**src/rtl/tld_pkg.sv**
```systemverilog
// ----------------------------------------------------------------------------
// tld_pkg
// Shared types and constants of the terminal line discipline: key codes,
// register indexes, read status codes, controller states and the command
// and status groups between controller and datapath.
// ----------------------------------------------------------------------------
package tld_pkg;

  localparam int KEY_W      = 8;
  localparam int ERASE_W    = 8;
  localparam int RSTAT_W    = 2;
  localparam int CFG_IDX_W  = 2;
  localparam int CFG_DATA_W = 1;

  localparam logic [KEY_W-1:0] KEY_NUL    = 8'h00;
  localparam logic [KEY_W-1:0] KEY_CTRL_D = 8'h04;
  localparam logic [KEY_W-1:0] KEY_CTRL_H = 8'h08;
  localparam logic [KEY_W-1:0] KEY_CTRL_P = 8'h10;
  localparam logic [KEY_W-1:0] KEY_CTRL_U = 8'h15;
  localparam logic [KEY_W-1:0] KEY_DEL    = 8'h7F;
  localparam logic [KEY_W-1:0] KEY_CR     = 8'h0D;
  localparam logic [KEY_W-1:0] KEY_LF     = 8'h0A;

  localparam logic [ERASE_W-1:0] ERASE_MAX = 8'hFF;

  localparam logic [CFG_IDX_W-1:0] CFG_ECHO_ENABLE   = 2'd0;
  localparam logic [CFG_IDX_W-1:0] CFG_LINE_BUFFERED = 2'd1;
  localparam logic [CFG_IDX_W-1:0] CFG_ERASE_ENABLE  = 2'd2;

  localparam logic [RSTAT_W-1:0] RS_CHAR    = 2'd0;
  localparam logic [RSTAT_W-1:0] RS_EMPTY   = 2'd1;
  localparam logic [RSTAT_W-1:0] RS_EOF     = 2'd2;
  localparam logic [RSTAT_W-1:0] RS_EOF_HLD = 2'd3;

  localparam logic REQ_KEY  = 1'b0;
  localparam logic REQ_READ = 1'b1;

  typedef enum logic [2:0] {
    ST_IDLE,
    ST_EXEC,
    ST_KILL_RD,
    ST_KILL_CHK,
    ST_READ_CHK,
    ST_EMIT
  } state_t;

  typedef enum logic [3:0] {
    OP_NONE,
    OP_CAPTURE,
    OP_DUMP,
    OP_ERASE,
    OP_STORE,
    OP_DROP,
    OP_NOTHING,
    OP_RD_ISSUE,
    OP_RD_FINISH,
    OP_KILL_ISSUE,
    OP_KILL_STEP,
    OP_EMIT
  } op_t;

  typedef struct packed {
    op_t op;
  } cmd_t;

  typedef struct packed {
    logic is_read;
    logic is_dump;
    logic is_kill;
    logic is_erase;
    logic can_store;
    logic line_empty;
    logic none_committed;
    logic mem_is_lf;
    logic out_free;
  } status_t;

endpackage

```
**src/rtl/tld_in_if.sv**
```systemverilog
// ----------------------------------------------------------------------------
// tld_in_if
// Input channel: valid/ready handshake with one request item per beat.
// ----------------------------------------------------------------------------
interface tld_in_if;

  logic                        valid;
  logic                        ready;
  logic                        req_type;
  logic [tld_pkg::KEY_W-1:0]   key_code;
  logic                        read_has_data;

  modport source(output valid, req_type, key_code, read_has_data, input ready);
  modport sink(input valid, req_type, key_code, read_has_data, output ready);

endinterface

```
**src/rtl/tld_out_if.sv**
```systemverilog
// ----------------------------------------------------------------------------
// tld_out_if
// Result channel: valid/ready handshake with one result item per beat.
// ----------------------------------------------------------------------------
interface tld_out_if;

  logic                          valid;
  logic                          ready;
  logic                          echo_valid;
  logic [tld_pkg::KEY_W-1:0]     echo_char;
  logic [tld_pkg::ERASE_W-1:0]   erase_count;
  logic                          line_ready;
  logic                          dump_request;
  logic                          key_dropped;
  logic [tld_pkg::RSTAT_W-1:0]   read_status;
  logic [tld_pkg::KEY_W-1:0]     read_char;
  logic                          read_line_end;

  modport source(output valid, echo_valid, echo_char, erase_count, line_ready,
                 dump_request, key_dropped, read_status, read_char,
                 read_line_end, input ready);
  modport sink(input valid, echo_valid, echo_char, erase_count, line_ready,
               dump_request, key_dropped, read_status, read_char,
               read_line_end, output ready);

endinterface

```
**src/rtl/terminal_line_discipline.sv**
```systemverilog
// ----------------------------------------------------------------------------
// terminal_line_discipline
// Console line editor over a ring store with read, commit and edit indices:
// stores and echoes keys, erases and kills lines, commits lines and hands
// committed characters to the reader.
//
//   channel  direction  beat
//   in_ch    sink       one key stroke or one reader pull
//   out_ch   source     one result per request
//   cfg_*    write      echo_enable, line_buffered, erase_enable
//
// One request is handled at a time. A read of a stored character adds a
// fetch through the single read port of the store, and a kill line walks
// back with one fetch and one compare per step through that same port.
// The next request is taken as soon as the result sits in the output
// register, even while that beat is stalled. Reset clears the indices and
// sets all three configuration enables; the store needs no clearing pass.
// ----------------------------------------------------------------------------
module terminal_line_discipline #(
  parameter int BUFFER_DEPTH = 128
) (
  input  logic                              clk,
  input  logic                              rst_n,
  tld_in_if.sink                            in_ch,
  tld_out_if.source                         out_ch,
  input  logic                              cfg_we,
  input  logic [tld_pkg::CFG_IDX_W-1:0]     cfg_index,
  input  logic [tld_pkg::CFG_DATA_W-1:0]    cfg_wdata
);

  tld_pkg::cmd_t    cmd;
  tld_pkg::status_t st;

  tld_ctrl u_ctrl (
    .clk      (clk),
    .rst_n    (rst_n),
    .in_valid (in_ch.valid),
    .in_ready (in_ch.ready),
    .st       (st),
    .cmd      (cmd)
  );

  tld_dp #(
    .BUFFER_DEPTH (BUFFER_DEPTH)
  ) u_dp (
    .clk               (clk),
    .rst_n             (rst_n),
    .cfg_we            (cfg_we),
    .cfg_index         (cfg_index),
    .cfg_wdata         (cfg_wdata),
    .in_req_type       (in_ch.req_type),
    .in_key_code       (in_ch.key_code),
    .in_read_has_data  (in_ch.read_has_data),
    .out_ready         (out_ch.ready),
    .out_valid         (out_ch.valid),
    .out_echo_valid    (out_ch.echo_valid),
    .out_echo_char     (out_ch.echo_char),
    .out_erase_count   (out_ch.erase_count),
    .out_line_ready    (out_ch.line_ready),
    .out_dump_request  (out_ch.dump_request),
    .out_key_dropped   (out_ch.key_dropped),
    .out_read_status   (out_ch.read_status),
    .out_read_char     (out_ch.read_char),
    .out_read_line_end (out_ch.read_line_end),
    .cmd               (cmd),
    .st                (st)
  );

endmodule

```
**src/rtl/tld_ctrl.sv**
```systemverilog
// ----------------------------------------------------------------------------
// tld_ctrl
// Controller: sequences one request at a time through decode, the
// kill-line walk or the buffer read, and hands the result to the output.
// ----------------------------------------------------------------------------
module tld_ctrl (
  input  logic              clk,
  input  logic              rst_n,
  input  logic              in_valid,
  output logic              in_ready,
  input  tld_pkg::status_t  st,
  output tld_pkg::cmd_t     cmd
);

  tld_pkg::state_t state_r;
  tld_pkg::state_t state_nxt;

  always_ff @(posedge clk) begin
    if (!rst_n) begin
      state_r <= tld_pkg::ST_IDLE;
    end else begin
      state_r <= state_nxt;
    end
  end

  always_comb begin
    state_nxt = state_r;
    cmd.op    = tld_pkg::OP_NONE;
    in_ready  = 1'b0;
    unique case (state_r)
      tld_pkg::ST_IDLE: begin
        in_ready = 1'b1;
        if (in_valid) begin
          cmd.op    = tld_pkg::OP_CAPTURE;
          state_nxt = tld_pkg::ST_EXEC;
        end
      end
      tld_pkg::ST_EXEC: begin
        state_nxt = tld_pkg::ST_EMIT;
        if (st.is_read) begin
          if (st.none_committed) begin
            cmd.op = tld_pkg::OP_NOTHING;
          end else begin
            cmd.op    = tld_pkg::OP_RD_ISSUE;
            state_nxt = tld_pkg::ST_READ_CHK;
          end
        end else if (st.is_dump) begin
          cmd.op = tld_pkg::OP_DUMP;
        end else if (st.is_kill) begin
          state_nxt = tld_pkg::ST_KILL_RD;
        end else if (st.is_erase) begin
          cmd.op = tld_pkg::OP_ERASE;
        end else if (st.can_store) begin
          cmd.op = tld_pkg::OP_STORE;
        end else begin
          cmd.op = tld_pkg::OP_DROP;
        end
      end
      // The kill walk fetches the character before the edit index, then
      // steps back over it unless it ends the previous line.
      tld_pkg::ST_KILL_RD: begin
        if (st.line_empty) begin
          state_nxt = tld_pkg::ST_EMIT;
        end else begin
          cmd.op    = tld_pkg::OP_KILL_ISSUE;
          state_nxt = tld_pkg::ST_KILL_CHK;
        end
      end
      tld_pkg::ST_KILL_CHK: begin
        if (st.mem_is_lf) begin
          state_nxt = tld_pkg::ST_EMIT;
        end else begin
          cmd.op    = tld_pkg::OP_KILL_STEP;
          state_nxt = tld_pkg::ST_KILL_RD;
        end
      end
      tld_pkg::ST_READ_CHK: begin
        cmd.op    = tld_pkg::OP_RD_FINISH;
        state_nxt = tld_pkg::ST_EMIT;
      end
      tld_pkg::ST_EMIT: begin
        if (st.out_free) begin
          cmd.op    = tld_pkg::OP_EMIT;
          state_nxt = tld_pkg::ST_IDLE;
        end
      end
      default: begin
        state_nxt = tld_pkg::ST_IDLE;
      end
    endcase
  end

`ifndef SYNTHESIS
  a_accept_only_idle: assert property (@(posedge clk) disable iff (!rst_n)
    (cmd.op == tld_pkg::OP_CAPTURE) |-> (state_r == tld_pkg::ST_IDLE && in_valid))
    else $error("capture outside idle");

  a_emit_needs_room: assert property (@(posedge clk) disable iff (!rst_n)
    (cmd.op == tld_pkg::OP_EMIT) |-> st.out_free)
    else $error("result emitted while output register is occupied");

  a_kill_check_after_fetch: assert property (@(posedge clk) disable iff (!rst_n)
    (state_r == tld_pkg::ST_KILL_CHK) |-> $past(cmd.op == tld_pkg::OP_KILL_ISSUE))
    else $error("kill check without a preceding fetch");
`endif

endmodule

```
**src/rtl/tld_dp.sv**
```systemverilog
// ----------------------------------------------------------------------------
// tld_dp
// Datapath: configuration registers, the line store, the read, commit and
// edit indices, the result under construction and the output register.
// ----------------------------------------------------------------------------
module tld_dp #(
  parameter int BUFFER_DEPTH = 128
) (
  input  logic                              clk,
  input  logic                              rst_n,
  input  logic                              cfg_we,
  input  logic [tld_pkg::CFG_IDX_W-1:0]     cfg_index,
  input  logic [tld_pkg::CFG_DATA_W-1:0]    cfg_wdata,
  input  logic                              in_req_type,
  input  logic [tld_pkg::KEY_W-1:0]         in_key_code,
  input  logic                              in_read_has_data,
  input  logic                              out_ready,
  output logic                              out_valid,
  output logic                              out_echo_valid,
  output logic [tld_pkg::KEY_W-1:0]         out_echo_char,
  output logic [tld_pkg::ERASE_W-1:0]       out_erase_count,
  output logic                              out_line_ready,
  output logic                              out_dump_request,
  output logic                              out_key_dropped,
  output logic [tld_pkg::RSTAT_W-1:0]       out_read_status,
  output logic [tld_pkg::KEY_W-1:0]         out_read_char,
  output logic                              out_read_line_end,
  input  tld_pkg::cmd_t                     cmd,
  output tld_pkg::status_t                  st
);

  localparam int SLOT_W = $clog2(BUFFER_DEPTH);
  localparam int IDX_W  = SLOT_W + 1;
  localparam logic [SLOT_W-1:0] SLOT_LAST = SLOT_W'(BUFFER_DEPTH - 1);
  localparam logic [tld_pkg::ERASE_W-1:0] ERASE_W_ONE = tld_pkg::ERASE_W'(1);

  // An index is a slot number plus a wrap bit, so a full store and an
  // empty one are told apart for any depth.
  function automatic logic [IDX_W-1:0] idx_next(input logic [IDX_W-1:0] a);
    logic [IDX_W-1:0] r;
    if (a[SLOT_W-1:0] == SLOT_LAST) begin
      r = {~a[SLOT_W], {SLOT_W{1'b0}}};
    end else begin
      r = {a[SLOT_W], a[SLOT_W-1:0] + SLOT_W'(1)};
    end
    return r;
  endfunction

  function automatic logic [IDX_W-1:0] idx_prev(input logic [IDX_W-1:0] a);
    logic [IDX_W-1:0] r;
    if (a[SLOT_W-1:0] == '0) begin
      r = {~a[SLOT_W], SLOT_LAST};
    end else begin
      r = {a[SLOT_W], a[SLOT_W-1:0] - SLOT_W'(1)};
    end
    return r;
  endfunction

  function automatic logic is_full(input logic [IDX_W-1:0] ed,
                                   input logic [IDX_W-1:0] rd);
    return (ed[SLOT_W-1:0] == rd[SLOT_W-1:0]) && (ed[SLOT_W] != rd[SLOT_W]);
  endfunction

  logic echo_en_r, line_buf_r, erase_en_r;

  logic [IDX_W-1:0] rd_idx_r, rd_idx_nxt;
  logic [IDX_W-1:0] cm_idx_r, cm_idx_nxt;
  logic [IDX_W-1:0] ed_idx_r, ed_idx_nxt;

  logic                       item_req_r;
  logic [tld_pkg::KEY_W-1:0]  item_key_r;
  logic                       item_has_data_r;

  logic [tld_pkg::KEY_W-1:0]  mem [BUFFER_DEPTH];
  logic [tld_pkg::KEY_W-1:0]  mem_rdata_r;
  logic [SLOT_W-1:0]          mem_raddr;
  logic                       mem_we;
  logic [tld_pkg::KEY_W-1:0]  store_char;
  logic [IDX_W-1:0]           ed_after_store;
  logic [IDX_W-1:0]           ed_before;

  logic                       res_echo_valid_r, res_echo_valid_nxt;
  logic [tld_pkg::KEY_W-1:0]  res_echo_char_r, res_echo_char_nxt;
  logic [tld_pkg::ERASE_W-1:0] res_erase_r, res_erase_nxt;
  logic                       res_line_ready_r, res_line_ready_nxt;
  logic                       res_dump_r, res_dump_nxt;
  logic                       res_dropped_r, res_dropped_nxt;
  logic [tld_pkg::RSTAT_W-1:0] res_status_r, res_status_nxt;
  logic [tld_pkg::KEY_W-1:0]  res_rchar_r, res_rchar_nxt;
  logic                       res_rend_r, res_rend_nxt;

  logic out_valid_r;

  // Configuration registers.
  always_ff @(posedge clk) begin
    if (!rst_n) begin
      echo_en_r  <= 1'b1;
      line_buf_r <= 1'b1;
      erase_en_r <= 1'b1;
    end else if (cfg_we) begin
      unique case (cfg_index)
        tld_pkg::CFG_ECHO_ENABLE:   echo_en_r  <= cfg_wdata[0];
        tld_pkg::CFG_LINE_BUFFERED: line_buf_r <= cfg_wdata[0];
        tld_pkg::CFG_ERASE_ENABLE:  erase_en_r <= cfg_wdata[0];
        default: begin
        end
      endcase
    end
  end

  assign store_char     = (item_key_r == tld_pkg::KEY_CR) ? tld_pkg::KEY_LF : item_key_r;
  assign ed_after_store = idx_next(ed_idx_r);
  assign ed_before      = idx_prev(ed_idx_r);
  assign mem_we         = (cmd.op == tld_pkg::OP_STORE);
  assign mem_raddr      = (cmd.op == tld_pkg::OP_KILL_ISSUE) ?
                          ed_before[SLOT_W-1:0] : rd_idx_r[SLOT_W-1:0];

  always_ff @(posedge clk) begin
    if (mem_we) begin
      mem[ed_idx_r[SLOT_W-1:0]] <= store_char;
    end
    mem_rdata_r <= mem[mem_raddr];
  end

  always_comb begin
    rd_idx_nxt         = rd_idx_r;
    cm_idx_nxt         = cm_idx_r;
    ed_idx_nxt         = ed_idx_r;
    res_echo_valid_nxt = res_echo_valid_r;
    res_echo_char_nxt  = res_echo_char_r;
    res_erase_nxt      = res_erase_r;
    res_line_ready_nxt = res_line_ready_r;
    res_dump_nxt       = res_dump_r;
    res_dropped_nxt    = res_dropped_r;
    res_status_nxt     = res_status_r;
    res_rchar_nxt      = res_rchar_r;
    res_rend_nxt       = res_rend_r;
    unique case (cmd.op)
      tld_pkg::OP_CAPTURE: begin
        res_echo_valid_nxt = 1'b0;
        res_echo_char_nxt  = '0;
        res_erase_nxt      = '0;
        res_line_ready_nxt = 1'b0;
        res_dump_nxt       = 1'b0;
        res_dropped_nxt    = 1'b0;
        res_status_nxt     = tld_pkg::RS_CHAR;
        res_rchar_nxt      = '0;
        res_rend_nxt       = 1'b0;
      end
      tld_pkg::OP_DUMP: begin
        res_dump_nxt = 1'b1;
      end
      tld_pkg::OP_ERASE: begin
        if (ed_idx_r != cm_idx_r) begin
          ed_idx_nxt    = idx_prev(ed_idx_r);
          res_erase_nxt = ERASE_W_ONE;
        end
      end
      tld_pkg::OP_STORE: begin
        ed_idx_nxt = ed_after_store;
        if (echo_en_r) begin
          res_echo_valid_nxt = 1'b1;
          res_echo_char_nxt  = store_char;
        end
        if (!line_buf_r || store_char == tld_pkg::KEY_LF ||
            store_char == tld_pkg::KEY_CTRL_D || is_full(ed_after_store, rd_idx_r)) begin
          cm_idx_nxt         = ed_after_store;
          res_line_ready_nxt = 1'b1;
        end
      end
      tld_pkg::OP_DROP: begin
        res_dropped_nxt = 1'b1;
      end
      tld_pkg::OP_NOTHING: begin
        res_status_nxt = tld_pkg::RS_EMPTY;
      end
      tld_pkg::OP_RD_FINISH: begin
        if (mem_rdata_r == tld_pkg::KEY_CTRL_D) begin
          if (item_has_data_r) begin
            res_status_nxt = tld_pkg::RS_EOF_HLD;
          end else begin
            rd_idx_nxt     = idx_next(rd_idx_r);
            res_status_nxt = tld_pkg::RS_EOF;
          end
        end else begin
          rd_idx_nxt     = idx_next(rd_idx_r);
          res_status_nxt = tld_pkg::RS_CHAR;
          res_rchar_nxt  = mem_rdata_r;
          res_rend_nxt   = (mem_rdata_r == tld_pkg::KEY_LF);
        end
      end
      tld_pkg::OP_KILL_STEP: begin
        ed_idx_nxt = idx_prev(ed_idx_r);
        if (res_erase_r != tld_pkg::ERASE_MAX) begin
          res_erase_nxt = res_erase_r + ERASE_W_ONE;
        end
      end
      default: begin
      end
    endcase
  end

  always_ff @(posedge clk) begin
    if (!rst_n) begin
      rd_idx_r <= '0;
      cm_idx_r <= '0;
      ed_idx_r <= '0;
    end else begin
      rd_idx_r <= rd_idx_nxt;
      cm_idx_r <= cm_idx_nxt;
      ed_idx_r <= ed_idx_nxt;
    end
  end

  always_ff @(posedge clk) begin
    if (cmd.op == tld_pkg::OP_CAPTURE) begin
      item_req_r      <= in_req_type;
      item_key_r      <= in_key_code;
      item_has_data_r <= in_read_has_data;
    end
    res_echo_valid_r <= res_echo_valid_nxt;
    res_echo_char_r  <= res_echo_char_nxt;
    res_erase_r      <= res_erase_nxt;
    res_line_ready_r <= res_line_ready_nxt;
    res_dump_r       <= res_dump_nxt;
    res_dropped_r    <= res_dropped_nxt;
    res_status_r     <= res_status_nxt;
    res_rchar_r      <= res_rchar_nxt;
    res_rend_r       <= res_rend_nxt;
  end

  // Output register; a new item may be taken while this beat waits.
  always_ff @(posedge clk) begin
    if (!rst_n) begin
      out_valid_r <= 1'b0;
    end else if (cmd.op == tld_pkg::OP_EMIT) begin
      out_valid_r <= 1'b1;
    end else if (out_ready) begin
      out_valid_r <= 1'b0;
    end
  end

  always_ff @(posedge clk) begin
    if (cmd.op == tld_pkg::OP_EMIT) begin
      out_echo_valid    <= res_echo_valid_r;
      out_echo_char     <= res_echo_char_r;
      out_erase_count   <= res_erase_r;
      out_line_ready    <= res_line_ready_r;
      out_dump_request  <= res_dump_r;
      out_key_dropped   <= res_dropped_r;
      out_read_status   <= res_status_r;
      out_read_char     <= res_rchar_r;
      out_read_line_end <= res_rend_r;
    end
  end

  assign out_valid = out_valid_r;

  assign st.is_read        = (item_req_r == tld_pkg::REQ_READ);
  assign st.is_dump        = (item_key_r == tld_pkg::KEY_CTRL_P);
  assign st.is_kill        = (item_key_r == tld_pkg::KEY_CTRL_U);
  assign st.is_erase       = erase_en_r && (item_key_r == tld_pkg::KEY_CTRL_H ||
                                            item_key_r == tld_pkg::KEY_DEL);
  assign st.can_store      = (item_key_r != tld_pkg::KEY_NUL) && !is_full(ed_idx_r, rd_idx_r);
  assign st.line_empty     = (ed_idx_r == cm_idx_r);
  assign st.none_committed = (rd_idx_r == cm_idx_r);
  assign st.mem_is_lf      = (mem_rdata_r == tld_pkg::KEY_LF);
  assign st.out_free       = !out_valid_r || out_ready;

`ifndef SYNTHESIS
  a_read_within_commit: assert property (@(posedge clk) disable iff (!rst_n)
    ($past(rst_n) && rd_idx_r != $past(rd_idx_r)) |-> $past(rd_idx_r != cm_idx_r))
    else $error("read index moved past the commit index");

  a_commit_on_store: assert property (@(posedge clk) disable iff (!rst_n)
    ($past(rst_n) && cm_idx_r != $past(cm_idx_r)) |->
      $past(cmd.op == tld_pkg::OP_STORE))
    else $error("commit index moved without a stored key");

  a_edit_moves_on_edit: assert property (@(posedge clk) disable iff (!rst_n)
    ($past(rst_n) && ed_idx_r != $past(ed_idx_r)) |->
      $past(cmd.op == tld_pkg::OP_STORE || cmd.op == tld_pkg::OP_ERASE ||
            cmd.op == tld_pkg::OP_KILL_STEP))
    else $error("edit index moved without an edit command");

  a_store_never_full: assert property (@(posedge clk) disable iff (!rst_n)
    (cmd.op == tld_pkg::OP_STORE) |-> !is_full(ed_idx_r, rd_idx_r))
    else $error("key stored into a full line store");
`endif

endmodule

```
**src/flat_wrapper.sv**
```systemverilog
// flat-port wrapper written by rule: the top's interface ports become plain ports
module terminal_line_discipline_flat 
#(
  parameter int BUFFER_DEPTH = 128
)
  (clk, rst_n, cfg_we, cfg_index, cfg_wdata, in_ch_valid, in_ch_req_type, in_ch_key_code, in_ch_read_has_data, in_ch_ready, out_ch_valid, out_ch_echo_valid, out_ch_echo_char, out_ch_erase_count, out_ch_line_ready, out_ch_dump_request, out_ch_key_dropped, out_ch_read_status, out_ch_read_char, out_ch_read_line_end, out_ch_ready);
  tld_in_if in_ch_i ();
  tld_out_if out_ch_i ();
  input  logic clk;
  input  logic rst_n;
  input  logic cfg_we;
  input  logic [tld_pkg::CFG_IDX_W-1:0] cfg_index;
  input  logic [tld_pkg::CFG_DATA_W-1:0] cfg_wdata;
  input wire logic [$bits(in_ch_i.valid)-1:0] in_ch_valid;
  input wire logic [$bits(in_ch_i.req_type)-1:0] in_ch_req_type;
  input wire logic [$bits(in_ch_i.key_code)-1:0] in_ch_key_code;
  input wire logic [$bits(in_ch_i.read_has_data)-1:0] in_ch_read_has_data;
  output wire logic [$bits(in_ch_i.ready)-1:0] in_ch_ready;
  output wire logic [$bits(out_ch_i.valid)-1:0] out_ch_valid;
  output wire logic [$bits(out_ch_i.echo_valid)-1:0] out_ch_echo_valid;
  output wire logic [$bits(out_ch_i.echo_char)-1:0] out_ch_echo_char;
  output wire logic [$bits(out_ch_i.erase_count)-1:0] out_ch_erase_count;
  output wire logic [$bits(out_ch_i.line_ready)-1:0] out_ch_line_ready;
  output wire logic [$bits(out_ch_i.dump_request)-1:0] out_ch_dump_request;
  output wire logic [$bits(out_ch_i.key_dropped)-1:0] out_ch_key_dropped;
  output wire logic [$bits(out_ch_i.read_status)-1:0] out_ch_read_status;
  output wire logic [$bits(out_ch_i.read_char)-1:0] out_ch_read_char;
  output wire logic [$bits(out_ch_i.read_line_end)-1:0] out_ch_read_line_end;
  input wire logic [$bits(out_ch_i.ready)-1:0] out_ch_ready;
  assign in_ch_i.valid = in_ch_valid;
  assign in_ch_i.req_type = in_ch_req_type;
  assign in_ch_i.key_code = in_ch_key_code;
  assign in_ch_i.read_has_data = in_ch_read_has_data;
  assign in_ch_ready = in_ch_i.ready;
  assign out_ch_valid = out_ch_i.valid;
  assign out_ch_echo_valid = out_ch_i.echo_valid;
  assign out_ch_echo_char = out_ch_i.echo_char;
  assign out_ch_erase_count = out_ch_i.erase_count;
  assign out_ch_line_ready = out_ch_i.line_ready;
  assign out_ch_dump_request = out_ch_i.dump_request;
  assign out_ch_key_dropped = out_ch_i.key_dropped;
  assign out_ch_read_status = out_ch_i.read_status;
  assign out_ch_read_char = out_ch_i.read_char;
  assign out_ch_read_line_end = out_ch_i.read_line_end;
  assign out_ch_i.ready = out_ch_ready;
  terminal_line_discipline #(.BUFFER_DEPTH(BUFFER_DEPTH)) u_core (.clk(clk), .rst_n(rst_n), .in_ch(in_ch_i), .out_ch(out_ch_i), .cfg_we(cfg_we), .cfg_index(cfg_index), .cfg_wdata(cfg_wdata));
endmodule
```
**config.mk**
```make
export PLATFORM = sky130hd
export DESIGN_NAME = terminal_line_discipline_flat
export DESIGN_NICKNAME = d
export VERILOG_FILES = /design/src/rtl/tld_pkg.sv /design/src/rtl/tld_in_if.sv /design/src/rtl/tld_out_if.sv /design/src/rtl/terminal_line_discipline.sv /design/src/rtl/tld_ctrl.sv /design/src/rtl/tld_dp.sv /design/src/flat_wrapper.sv
export SDC_FILE = /design/constraint.sdc
export NUM_CORES = 2
export LEC_CHECK = 0
export BUFFER_PORTS_ARGS = -buffer_cell sky130_fd_sc_hd__buf_2
export CORE_UTILIZATION = 45
export CTS_CLUSTER_DIAMETER = 40
export CTS_CLUSTER_SIZE = 14
export DETAILED_ROUTE_END_ITERATION = 10
export GPL_ROUTABILITY_DRIVEN = 1
export PLACE_DENSITY = 0.67
export SKIP_CTS_REPAIR_TIMING = 1
export SLEW_MARGIN = 20
export SYNTH_ARGS = -nofsm -noshare
export SYNTH_HDL_FRONTEND = slang
export SYNTH_HIERARCHICAL = 1
export SYNTH_SLANG_ARGS = --single-unit
```
**constraint.sdc**
```tcl
create_clock -name clk -period 10.01 [get_ports clk]
set_clock_uncertainty 0.05 [all_clocks]
set_input_delay 2.002 -clock clk [delete_from_list [all_inputs] [get_ports clk]]
set_output_delay 2.002 -clock clk [all_outputs]
set_load 0.05 [all_outputs]
```
---- Word-level counts from Yosys, hierarchy flattened ----
Memory sizes are Yosys's and may differ from the RTL's. A register that Yosys moved wholly into a read port is not among the register bits.
Index checks and enable logic that the tools add are counted.
word-level totals
  bits in latches ......................... 0
  logic and storage cells ................. 167
  memory bits (read-only) ................. 0
  memories ................................ 1
  register bits ........................... 103
  RAM bits ................................ 1024
  output and inout port bits .............. 33
cells by class
  reduce and logical (&&, ||, !) cells .... 35
  multiply operators ...................... 0
  div/mod/pow operators ................... 0
  shifts and indexed selects .............. 0
  $lt $le $gt $ge ......................... 0
  bitwise logic cells ..................... 2
  multiplexer cells ....................... 52
  add/sub/neg operators ................... 4
  equality and inequality tests ........... 44
memory list
  name             words  width  rd ports  clocked after memory_dff  wr ports  line          text
  u_core.u_dp.mem  128    8      1         1                         1         tld_dp.sv:74  logic [tld_pkg::KEY_W-1:0] mem [BUFFER_DEPTH];
operators by type and width
  kind                                            count
  2-to-1 mux 8 bit                                11
  one-hot mux 8 bit (3 select lines)              2
  == test 8 x 4 -> 1 bit (second input constant)  4
  one-hot mux 8 bit (2 select lines)              2
  2-to-1 mux 3 bit                                10
  one-hot mux 4 bit (6 select lines)              1
  AND reduction 2 bit                             10
  one-hot mux 3 bit (6 select lines)              1
  == test 4 bit (second input constant)           4
  == test 8 x 3 -> 1 bit (second input constant)  2
  == test 8 x 5 -> 1 bit (second input constant)  2
  == test 8 bit                                   2
  2-to-1 mux 4 bit                                4
  adder 7 x 1 -> 7 bit (second input constant)    2
  == test 7 bit                                   2
  == test 7 bit (second input constant)           2
  2-to-1 mux 1 bit                                13
  == test 4 x 3 -> 1 bit (second input constant)  3
  inequality test 2 bit (second input constant)   6
  one-hot mux 1 bit (2 select lines)              5
  nonzero test 2 bit                              5
  nonzero test 3 bit                              3
  adder 8 x 1 -> 8 bit (second input constant)    1
  == test 4 x 2 -> 1 bit (second input constant)  2
  other kinds (24)                                38

---- Logic depth before layout (Yosys ltp) ----
  depth after elaboration ................. 13
  mapped depth ............................ 24
  gate-level depth less buffers ........... 17

---- Cells and area by module ----
The synthesis kept the hierarchy.
modules (own cells, without submodules)
  module    instances  seq. area each (um^2)  cells each  area an instance (um^2)
  tld_dp    1          33632.3                2844        45860.2
  tld_ctrl  1          60.1                   49          340.3

---- Worst setup path before layout ----
OpenSTA, ideal clock, no wires.
  kind .................................... in2reg
  start ................................... in out_ch_ready
  end ..................................... reg u_core/u_dp/mem_rdata_r[7] (netlist bit), read port of u_core.u_dp.mem
  buffers on the path ..................... 5
  stages .................................. 16
  data arrival time ....................... 5.490 ns
  required time ........................... 9.833 ns
  setup slack ............................. 4.344 ns
  path through ............................ nand2b_1 -> and3b_1 -> o21ai_1 -> a21bo_1 -> nor4bb_1 -> buf_2 -> mux2i_2 -> buf_2 -> buf_2 -> buf_2 -> buf_2 -> mux4_2 -> a2111oi_0 -> nor3_1 -> nor2_1 -> a31oi_1
RTL lines
  what             line                text
  start, declared  flat_wrapper.sv:29  input wire logic [$bits(out_ch_i.ready)-1:0] out_ch_ready;
  end, declared    tld_dp.sv:75        logic [tld_pkg::KEY_W-1:0] mem_rdata_r;

==> impl_metrics.yaml <==
timing:
  hold_viol_final: 0
  fmax_ghz: 0.140
  hold_ws_ns: 0.369
  worst_slack_ns: 2.87
  fin_setup_tns_ns: 0
  min_period_ns: 7.14
  worstMarginPinSlew_ns: 1.10
  maxSlewViolCount: 0
  finalSetupViolCount: 0
  relSlewSlack: 0.260
  post-route-period-util: 0.713
  rsz0062_at_grt: "no"
job:
  maxCapViolations: 0
placed_design:
  dpl_cell_area_um2: 47800
  portBuffers: 50
  hpwl_um: 71100
  gp_congestion: 0.910
  place_ws_ns: 2.39
synthesis:
  ys_seq_elements: 1135
  synth_edf_count: 1096
  synthDominantCellAreaShare: 0.712
  synth_ff_type: "edfxtp_1"
  synth.distinct_cells: 87
  syn_nets: 2916
  syn_inst: 2893
  yosysSeqAreaShare: 0.729
  synth_area_per_cell_um2: 16.0
  yosysWarnings: 6
  syn_area_um2: 46200
  yosys.area.top_type: "edfxtp_1"
  yosys.cell_count.top_type: "edfxtp_1"
  async_flop_share: 0
  synthTopCellsByArea: "edfxtp_1, mux4_2, nand2_1"
  ys_top_cells_by_count: "edfxtp_1, nand2_1, nor2_1"
clock_tree:
  cts_tree: "yes"
  clk_path_buf_depth: 3
  clock-root-buffer: "clkbuf_16"
  htree_levels: 4
  numCtsBuffers: 134
  path_clk_slew_ns: 0.06
  clkLatencyLatePin_ns: 0.74
  cts.sinks: 1135
drt:
  dr.pass1.iters: 7
  wire_per_inst_um: 26.2
  num_vias: 26700
  wl_um: 116000
  ant_nets: 0
  drcViolationCount: 0
  drt-initial-drc-count: 3416
  avgViaCountPerCell: 6.02
floorplan:
  core_um2: 102000
  rows: 117
  chipWidth_um: 322
  design.die.area_um2: 104000
  die_h_um: 322
  ios: 51
  start_util: 0.454
power_and_ir_drop:
  powerDensity_nw_per_um2: 292
  leakage_nw: 17.0
  fin_total_pwr_mw: 15.3
  vdd_ir_drop_max_v: 0.000224
critical_path:
  worst_ep_required_time_ns: 10.53
  endpoint_kind: "flop"
  cp_cell_sequence: "or4_1 -> nor2_1 -> nand2_1 -> o21ai_0 -> and3_1 -> nand2b_1 -> a211oi_1 -> o32ai_1 -> buf_4 -> nand4bb_1 -> a211oi_1 -> nor2_4 -> buf_4 -> mux2i_1 -> mux2i_1 -> o21ai_0 -> a2111oi_1 -> and3_1 -> a221oi_1"
  endpoint: "u_core/u_dp/mem_rdata_r[5]"
  worstPathArrival_ns: 7.66
  critPathLaunchType: "flop"
  r2r-start: "u_core/u_dp/item_key_r[7]"
  r2r_slack_ns: 2.87
  crit_start: "u_core/u_dp/item_key_r[7]"
  critPathKind: "reg -> reg"
  critPathMaxFanout: 35
  cpMaxStageDelayCell: "a211oi_1"
  reg2reg_depth: 19
  critPathMaxStageDelay_ns: 1.03
  r2r-end: "u_core/u_dp/mem_rdata_r[5]"
grt:
  grt_usage: 0.225
  antenna_found_initial: 3
  grt_first_pass_wirelength_um: 172000
  grt_pass1_vias: 26200
  grt_overflow: 0
  grt_max_degree: 114
final_layout:
  fillers: 8066
  nets: 2972
  final_cell_area_um2: 52400
  drive_gt1_frac: 0.168
  area_delta_synth_final_pct: 13.3
outcome:
  status: "finished, final reports clean"
hold_path:
  hp-class: "reg -> reg"
final cells by class:
type / count / area [um2] / share of cell area
diodes: 1 / 2.50 / 0.0000478
clock buffers: 149 / 3470 / 0.0663
clock inverters: 98 / 1040 / 0.0199
inverters: 36 / 135 / 0.00258
multi-input cells: 1540 / 11600 / 0.221
flip-flops and latches: 1135 / 33700 / 0.643
well taps: 1368 / 1710 / 0.0327
repair buffers: 102 / 722 / 0.0138
layout by cell type, fill, tap and decap left out, types with 12 or more instances in the layout:
master | netlist | layout
clkinv_2 | 0 | 18
clkinv_1 | 1 | 14
nand2_1 | 360 | 359
xnor2_1 | 39 | 39
clkbuf_16 | 0 | 136
o211ai_1 | 13 | 13
a21boi_0 | 17 | 17
a32oi_1 | 12 | 12
nor4_1 | 13 | 13
buf_4 | 24 | 46
o21ai_0 | 37 | 37
mux2i_1 | 95 | 94
nand4_1 | 27 | 27
edfxtp_1 | 1096 | 1096
dfxtp_1 | 39 | 39
and3_1 | 44 | 44
clkinv_4 | 0 | 13
xor2_1 | 15 | 15
a21oi_1 | 59 | 59
and2_1 | 17 | 15
inv_1 | 35 | 34
nor2b_1 | 16 | 16
nand2b_1 | 17 | 16
nor2_1 | 186 | 186
nand3_1 | 171 | 171
nor3_1 | 25 | 22
buf_2 | 52 | 50
mux4_2 | 142 | 142
clkinvlp_4 | 0 | 12
inv_6 | 0 | 15
or3_1 | 13 | 13
a31oi_1 | 29 | 29
a211oi_1 | 25 | 24
critical path: cells and delay by family, from the launching register on:
| kind | cells | cell delay (ns) |
|---|---|---|
| AND/OR/NAND/NOR | 8 | 2.60 |
| AO/OA/AOI/OAI | 7 | 2.25 |
| flip-flops | 1 | 0.69 |
| buffers and inverters | 2 | 0.68 |
| multiplexers | 2 | 0.66 |
cell families (layout without fill, tap and decap cells):
family                     Yosys count  after routing  synth area share
xor gates and xnor gates            54             54            0.0102
adders and majority gates            5              5           0.00135
buffers and inverters              218            385            0.0228
AOI/OAI and AO/OA                  307            307            0.0482
muxes                              252            252            0.0971
DFF                               1135           1135             0.729
and+or+nand+nor                    922            922            0.0911
other                                0              1                 0
how the worst min path moves through the flow:
stage / start / to / slack, ns / cells after the start
floorplan: u_core/u_dp/res_dump_r / u_core/u_dp/out_dump_request / 0.35 / 0
global placement: u_core/u_dp/res_dump_r / u_core/u_dp/out_dump_request / 0.35 / 0
detailed placement: u_core/u_dp/res_rchar_r[7] / u_core/u_dp/out_read_char[7] / 0.35 / 0
CTS: u_core/u_dp/res_echo_valid_r / u_core/u_dp/out_echo_valid / 0.37 / 0
global route: u_core/u_dp/res_dump_r / u_core/u_dp/out_dump_request / 0.37 / 0
finish: u_core/u_dp/res_echo_valid_r / u_core/u_dp/out_echo_valid / 0.37 / 0
registers in the layout, summed over array words and instances, names as in the netlist, 2 cells and up:
name and flops:
u_core/u_dp/res_erase_r 8, u_core/u_dp/res_status_r 2, u_core/u_dp/out_read_status 2, u_core/u_dp/mem 1024
u_core/u_dp/out_read_char 8, u_core/u_dp/cm_idx_r 8, u_core/u_dp/res_echo_char_r 8, u_core/u_dp/ed_idx_r 8
u_core/u_dp/out_erase_count 8, u_core/u_dp/out_echo_char 8, u_core/u_dp/item_key_r 8, u_core/u_dp/mem_rdata_r 8
u_core/u_dp/rd_idx_r 8, u_core/u_ctrl/state_r 3, u_core/u_dp/res_rchar_r 8
power breakdown:
group | leakage (nW) | internal [mW] | total (mW) | switching [mW]
logic | 4.58 | 1.35 | 4.23 | 2.88
registers | 10.2 | 6.05 | 6.21 | 0.166
clock network | 2.18 | 2.83 | 4.85 | 2.02
total | 17.0 | 10.2 | 15.3 | 5.06
routing by layer:
metal	global-route usage	wire length, um	part of all wire
met5	0	12	0.00010
met4	0.0994	4640	0.040
met3	0.0456	11100	0.096
met2	0.355	55200	0.48
met1	0.302	45000	0.39
metrics by stage:
stage                     cells   util
after floorplan            2893      -
after global placement     4179  0.470
after detailed placement   4179  0.470
after CTS                  4426  0.514
after global routing       4428  0.515
final                      4429  0.515
(Power assumes the default switching activity.)
